[src/sv/sia_pkg.sv]
// Shared types, codes and helper functions for the saturating interval ALU.
package sia_pkg;

   // Word geometry and the infinity codes.
   localparam int WORD_W = 64;
   localparam int CMD_W  = 5;
   localparam int CNT_W  = 6;
   localparam int BITS_W = 7;
   localparam logic signed [WORD_W-1:0] NEG_INF     = 64'sh8000_0000_0000_0000;
   localparam logic signed [WORD_W-1:0] POS_INF     = 64'sh7FFF_FFFF_FFFF_FFFF;
   localparam logic signed [WORD_W-1:0] SHIFT_LIMIT = 64'sd63;

   // Operation codes.
   localparam logic [CMD_W-1:0] CMD_ADD   = 5'd0;
   localparam logic [CMD_W-1:0] CMD_SUB   = 5'd1;
   localparam logic [CMD_W-1:0] CMD_MUL   = 5'd2;
   localparam logic [CMD_W-1:0] CMD_FDIV  = 5'd3;
   localparam logic [CMD_W-1:0] CMD_FMOD  = 5'd4;
   localparam logic [CMD_W-1:0] CMD_MIN   = 5'd5;
   localparam logic [CMD_W-1:0] CMD_MAX   = 5'd6;
   localparam logic [CMD_W-1:0] CMD_POW   = 5'd7;
   localparam logic [CMD_W-1:0] CMD_AND   = 5'd8;
   localparam logic [CMD_W-1:0] CMD_OR    = 5'd9;
   localparam logic [CMD_W-1:0] CMD_SHL   = 5'd10;
   localparam logic [CMD_W-1:0] CMD_SHR   = 5'd11;
   localparam logic [CMD_W-1:0] CMD_NEG   = 5'd12;
   localparam logic [CMD_W-1:0] CMD_ABS   = 5'd13;
   localparam logic [CMD_W-1:0] CMD_CAST  = 5'd14;
   localparam logic [CMD_W-1:0] CMD_BOOL  = 5'd15;

   // How a transaction is worked out.
   typedef enum logic [2:0] {
      CLS_SIMPLE = 3'd0,
      CLS_MUL4   = 3'd1,
      CLS_DIV    = 3'd2,
      CLS_POW    = 3'd3,
      CLS_SHL    = 3'd4
   } cls_type;

   // Source of a bound written during pow.
   typedef enum logic [1:0] {
      SRC_BASE  = 2'd0,
      SRC_PROD  = 2'd1,
      SRC_ACC   = 2'd2,
      SRC_SQSAT = 2'd3
   } pow_src_type;

   // Commands from the controller to the datapath.
   typedef struct packed {
      logic        load;
      logic        quick;
      logic        mul_start;
      logic        mul_sq;
      logic        div_start;
      logic        unit_wr;
      logic        pow_init;
      logic        pow_shift;
      logic        acc_wr;
      logic        sq_wr;
      logic        pow_set;
      pow_src_type pow_src;
      logic [1:0]  job;
   } ctrl_cmd_type;

   // Status from the datapath to the controller.
   typedef struct packed {
      cls_type cls;
      logic    mul_done;
      logic    div_done;
      logic    prod_inf;
      logic    e_odd;
      logic    e_last;
      logic    base_trivial;
   } ctrl_stat_type;

   // Absolute value as an unsigned word; the most negative value gives 2^63.
   function automatic logic [WORD_W-1:0] magnitude(input logic signed [WORD_W-1:0] x);
      logic [WORD_W-1:0] u;
      u = x;
      return x[WORD_W-1] ? (~u + 64'd1) : u;
   endfunction

endpackage

[src/sv/sia_ctrl.sv]
// Control state machine that sequences the datapath for one transaction at a time.
module sia_ctrl import sia_pkg::*; (
   input  logic          clock,
   input  logic          reset,
   input  logic          req_valid,
   output logic          req_ready,
   output logic          rsp_valid,
   input  logic          rsp_ready,
   input  ctrl_stat_type stat,
   output ctrl_cmd_type  cmd
);

   typedef enum logic [9:0] {
      ST_IDLE       = 10'b00_0000_0001,
      ST_DECODE     = 10'b00_0000_0010,
      ST_ISSUE      = 10'b00_0000_0100,
      ST_WAIT       = 10'b00_0000_1000,
      ST_POW_INIT   = 10'b00_0001_0000,
      ST_POW_STEP   = 10'b00_0010_0000,
      ST_POW_WAIT_A = 10'b00_0100_0000,
      ST_POW_SHIFT  = 10'b00_1000_0000,
      ST_POW_WAIT_S = 10'b01_0000_0000,
      ST_DONE       = 10'b10_0000_0000
   } state_type;

   state_type  state_ff, state_in;
   logic [1:0] job_ff, job_in;
   logic       last_job;

   // Next state and datapath commands.
   always_comb begin
      state_in  = state_ff;
      job_in    = job_ff;
      cmd       = '0;
      cmd.job   = job_ff;
      req_ready = 1'b0;
      rsp_valid = 1'b0;
      last_job  = (stat.cls == CLS_MUL4) ? (job_ff == 2'd3) : (job_ff == 2'd1);
      case (state_ff)
         ST_IDLE: begin
            req_ready = 1'b1;
            if (req_valid) begin
               cmd.load = 1'b1;
               state_in = ST_DECODE;
            end
         end
         ST_DECODE: begin
            job_in = '0;
            case (stat.cls)
               CLS_SIMPLE: begin
                  cmd.quick = 1'b1;
                  state_in  = ST_DONE;
               end
               CLS_POW: state_in = ST_POW_INIT;
               default: state_in = ST_ISSUE;
            endcase
         end
         ST_ISSUE: begin
            if (stat.cls == CLS_DIV) cmd.div_start = 1'b1;
            else                     cmd.mul_start = 1'b1;
            state_in = ST_WAIT;
         end
         ST_WAIT: begin
            if (stat.mul_done || stat.div_done) begin
               cmd.unit_wr = 1'b1;
               if (last_job) begin
                  state_in = ST_DONE;
               end else begin
                  job_in   = job_ff + 2'd1;
                  state_in = ST_ISSUE;
               end
            end
         end
         ST_POW_INIT: begin
            cmd.pow_init = 1'b1;
            if (stat.base_trivial) begin
               cmd.pow_set = 1'b1;
               cmd.pow_src = SRC_BASE;
               job_in      = 2'd1;
               state_in    = job_ff[0] ? ST_DONE : ST_POW_INIT;
            end else begin
               state_in = ST_POW_STEP;
            end
         end
         ST_POW_STEP: begin
            if (stat.e_odd) begin
               cmd.mul_start = 1'b1;
               state_in      = ST_POW_WAIT_A;
            end else begin
               state_in = ST_POW_SHIFT;
            end
         end
         ST_POW_WAIT_A: begin
            if (stat.mul_done) begin
               cmd.acc_wr = 1'b1;
               if (stat.prod_inf) begin
                  cmd.pow_set = 1'b1;
                  cmd.pow_src = SRC_PROD;
                  job_in      = 2'd1;
                  state_in    = job_ff[0] ? ST_DONE : ST_POW_INIT;
               end else begin
                  state_in = ST_POW_SHIFT;
               end
            end
         end
         ST_POW_SHIFT: begin
            cmd.pow_shift = 1'b1;
            if (stat.e_last) begin
               cmd.pow_set = 1'b1;
               cmd.pow_src = SRC_ACC;
               job_in      = 2'd1;
               state_in    = job_ff[0] ? ST_DONE : ST_POW_INIT;
            end else begin
               cmd.mul_start = 1'b1;
               cmd.mul_sq    = 1'b1;
               state_in      = ST_POW_WAIT_S;
            end
         end
         ST_POW_WAIT_S: begin
            if (stat.mul_done) begin
               if (stat.prod_inf) begin
                  cmd.pow_set = 1'b1;
                  cmd.pow_src = SRC_SQSAT;
                  job_in      = 2'd1;
                  state_in    = job_ff[0] ? ST_DONE : ST_POW_INIT;
               end else begin
                  cmd.sq_wr = 1'b1;
                  state_in  = ST_POW_STEP;
               end
            end
         end
         ST_DONE: begin
            rsp_valid = 1'b1;
            if (rsp_ready) state_in = ST_IDLE;
         end
         default: state_in = ST_IDLE;
      endcase
   end

   always_ff @(posedge clock) begin
      if (reset) begin
         state_ff <= ST_IDLE;
         job_ff   <= '0;
      end else begin
         state_ff <= state_in;
         job_ff   <= job_in;
      end
   end

endmodule

[config.mk]
export PLATFORM = sky130hd
export DESIGN_NAME = sia_ctrl
export DESIGN_NICKNAME = d
export VERILOG_FILES = /design/src/sv/sia_pkg.sv /design/src/sv/sia_ctrl.sv
export SDC_FILE = /design/constraint.sdc
export NUM_CORES = 1
export LEC_CHECK = 0
export BUFFER_PORTS_ARGS = -buffer_cell sky130_fd_sc_hd__buf_2
export CORE_UTILIZATION = 55
export DETAILED_ROUTE_END_ITERATION = 16
export HOLD_SLACK_MARGIN = 0.12
export PLACE_DENSITY = 0.84
export SETUP_SLACK_MARGIN = 0.15
export SLEW_MARGIN = 20
export SYNTH_ARGS = -nofsm -noshare
export SYNTH_HDL_FRONTEND = slang
export SYNTH_SLANG_ARGS = --single-unit
export TNS_END_PERCENT = 20
[constraint.sdc]
create_clock -name clock -period 3 [get_ports clock]
set_clock_uncertainty 0.15 [all_clocks]
set_input_delay 0.3 -clock clock [delete_from_list [all_inputs] [get_ports clock]]
set_output_delay 0.3 -clock clock [all_outputs]
set_load 0.01 [all_outputs]
==> metrics.md <==
| Metric | Value |
|---|---|
| Via Count | 1,147 |
| Clock Tree Root | clkbuf_4 |
| Layout cell share with drive strength beyond 1 | 32.7% |
| CP bufs+invs | 1 |
| Max stage delay on crit path | 0.66 ns |
| Final RePlAce weighted congestion | 0.896 |
| Status | completed |
| Final Core Density | 70.0% |
| Synth Area in Adders | 0% |
| # IOs | 30 |
| Yosys top cell by area | dfxtp_1 |
| H-tree levels | 1 |
| Post-synthesis compound-gate area fraction | 21.1% |
| Endpoints failing setup | 0 |
| Mux contribution to synthesized area | 0.960% |
| Ys Warns | 0 |
| Slew HR | 50.0% |
| Max-cap violation count | 0 |
| Vias per cell | 6.55 |
| Drt initial violations | 51 |
| Clk slew on worst S/H paths | 0.08 ns |
| Post-DR wirelength/cell | 15.7 µm |
| RSZ-0062 raised after global routing | no |
| Main combinational cell family by area after synthesis | simple AND/OR/NAND/NOR gates |
| Average size of a mapped cell | 8.54 µm² |
| CTS tree | built |
| Antenna diodes | 0 |
| Core Box Area | 0.00175 mm² |
| Max-slew violations | 0 |
| Post-synth ARST share | 0% |
| Post-synthesis cell type count | 55 |
| Post-CTS Setup Bufs | 0 |
| Die W | 45.5 µm |
| Final worst path period share | 84.9% |
| GR Overflow Total | 0 |
| Clock sinks | 12 |
| Worst-Skew Late Latency | 0.27 ns |
| Deepest clock path buffer count | 2 |
| Initial Util | 59.7% |
| Cell area after synthesis | 0.00104 mm² |
| Worst setup EP type | output pin |
| Hold Buf Count CTS | 0 |
| Crit path time final | 2.55 ns |
| Area grow syn2layout | 17.3% |
| R2r setup slk | 0.76 ns |
| Reg2reg end | state_ff[9]$_SDFFE_PP0P_ |
| Syn nets | 135 |
| Post-synthesis sequential area ratio | 23.0% |
| Top_reg_cell synth | dfxtp_1 |
| Post-synth EDFFs | 0 |
| RR Startpoint | state_ff[4]$_SDFFE_PP0P_ |
| Hold/Removal Path Class | in -> reg |
| I/O Buffers | 29 |
| Ranking of synthesized cells by area | dfxtp_1, nand4b_1, nor4b_1 |
| DRC Markers | 0 |
| Synth top cells by count | dfxtp_1, nor2_1, a21oi_1, nand4b_1 |
| Layout Nets | 165 |
| Fin. Hold Viols | 0 |
| Clock buffers created by TritonCTS | 3 |
| Dpl hpwl | 2160 µm |
| Critical path type | reg -> out |
| Design Area, Final | 0.00122 mm² |
| Delay-heaviest family, CP | simple AND/OR/NAND/NOR gates |
| Worst Path Required | 2.55 ns |
| Critical path data arrival time | 2.10 ns |
| CP startpoint kind | flop |
| Post-Synth XOR/XNOR Area | 3.36% |
| CP Max Fanout | 8 |
| Min-delay src | reset |
| Placed Area | 0.00120 mm² |
| Routed Antenna Nets | 0 |
| Synth Instances | 122 |
| Hold EP | state_ff[6]$_SDFFE_PP0P_ |
| WL final | 2750 µm |
| Hold Crit Depth | 2 |
| Max VDD drop | 0.346 mV |
| Total track usage | 29.1% |
| Top cell type's share of synthesized area | 23.0% |
| Worst Tran Pin Value | 0.744 ns |
| DR pass1 iterations | 4 |
| Critical-path cell list | nor4_2, nand4b_1, nor4b_1, buf_2 |
| First-pass GRT wire length | 4350 µm |
| Largest net degree at the start of global routing | 12 |
| Synth Register Bits | 12 |
| Leak | 0.000525 µW |
| Site row count | 15 |
| R2R cell count | 7 |
| Setup_tns | 0 ns |
| Number of global-route vias before repair | 987 |
| Die extent in y | 45.5 µm |
| Synth Area in Simple Gates | 47.9% |
| Die area | 0.00207 mm² |
| Top-count cell post-synth | dfxtp_1 |
| Slowest CP cell | nor4_2 |
| Initial antenna violation count | 0 |
| Fmax | 392 MHz |
| Pwr dens | 331 mW/mm² |
| Post_cts resized | 0 |
-- stage by stage --
step	cells	setup slack (ns)	power, µW	hold slack (ns)
3_5_place_dp	172	0.782	307	0.428
2_1_floorplan	122	0.909	266	0.219
3_3_place_gp	172	0.848	303	0.404
6_report	175	0.452	405	0.150
5_1_grt	175	0.281	425	0.160
4_1_cts	175	0.496	401	0.153
-- sequential cells by signal, indices dropped and copies added, names as in the netlist --
register,count
job_ff,2
state_ff,10
-- logic make-up (layout without fill, tap and decap cells) --
kind of cell,count (synthesis),in the layout
DFF,12,12
muxes,1,1
xor gates and xnor gates,4,4
and+or+nand+nor,68,68
AOI/OAI and AO/OA,28,28
buffers and inverters,9,37
-- layout make-up --
type | instances | area, µm²
multi-input combinational | 101 | 764
clock buffer | 3 | 22.5
inverter | 5 | 18.8
fill | 165 | 523
tap | 25 | 31.3
timing repair buffer | 29 | 145
sequential | 12 | 240
-- worst reg2reg max path: cells and delay by family (launching register included) --
family / cells / cell delay [ns]
flops: 1 / 0.42
buf+inv: 1 / 0.19
simple gates: 3 / 1.05
compound gates: 3 / 0.34
-- how the worst max path moves through the flow --
stage	end	slack [ns]	from	depth (start not counted)
finish	cmd[10]	0.45	state_ff[9]$_SDFFE_PP0P_	4
global route	cmd[12]	0.28	state_ff[8]$_SDFFE_PP0P_	6
CTS	cmd[10]	0.50	state_ff[9]$_SDFFE_PP0P_	4
detailed placement	cmd[10]	0.78	state_ff[9]$_SDFFE_PP0P_	4
global placement	rsp_valid	0.85	state_ff[4]$_SDFFE_PP0P_	3
floorplan	rsp_valid	0.91	state_ff[6]$_SDFFE_PP0P_	3
-- where the power goes --
part	total [µW]	switching, µW	internal [µW]
Combinational	129	76.4	52.6
Sequential	178	11.2	167
Clock	97.7	51.3	46.4
-- layout by cell type, fill, tap and decap left out, types with 2 or more instances in the layout --
cell	n
a21oi_1	6
nor4b_1	5
xnor2_1	3
nand2_1	5
or2_2	3
nand4b_1	6
buf_2	29
or4b_1	2
nor3b_1	3
o211ai_1	2
and2_1	2
nor2b_1	4
nor4_4	2
o21ai_0	3
dfxtp_1	12
inv_1	4
and3_1	3
clkbuf_4	3
nor3_1	4
nor4_1	3
nor2_1	10
nor4_2	2
nand2b_1	2
-- routing by layer --
| layer | up-vias | wire (µm) | GRT usage (%) |
|---|---|---|---|
| met5 | - | 0 | 0 |
| met4 | 0 | 34 | 8.48 |
| met3 | 6 | 238 | 6.35 |
| met2 | 66 | 1310 | 47.7 |
| met1 | 534 | 1170 | 37.7 |
| li1 | 541 | - | - |
(Power assumes the default switching activity.)
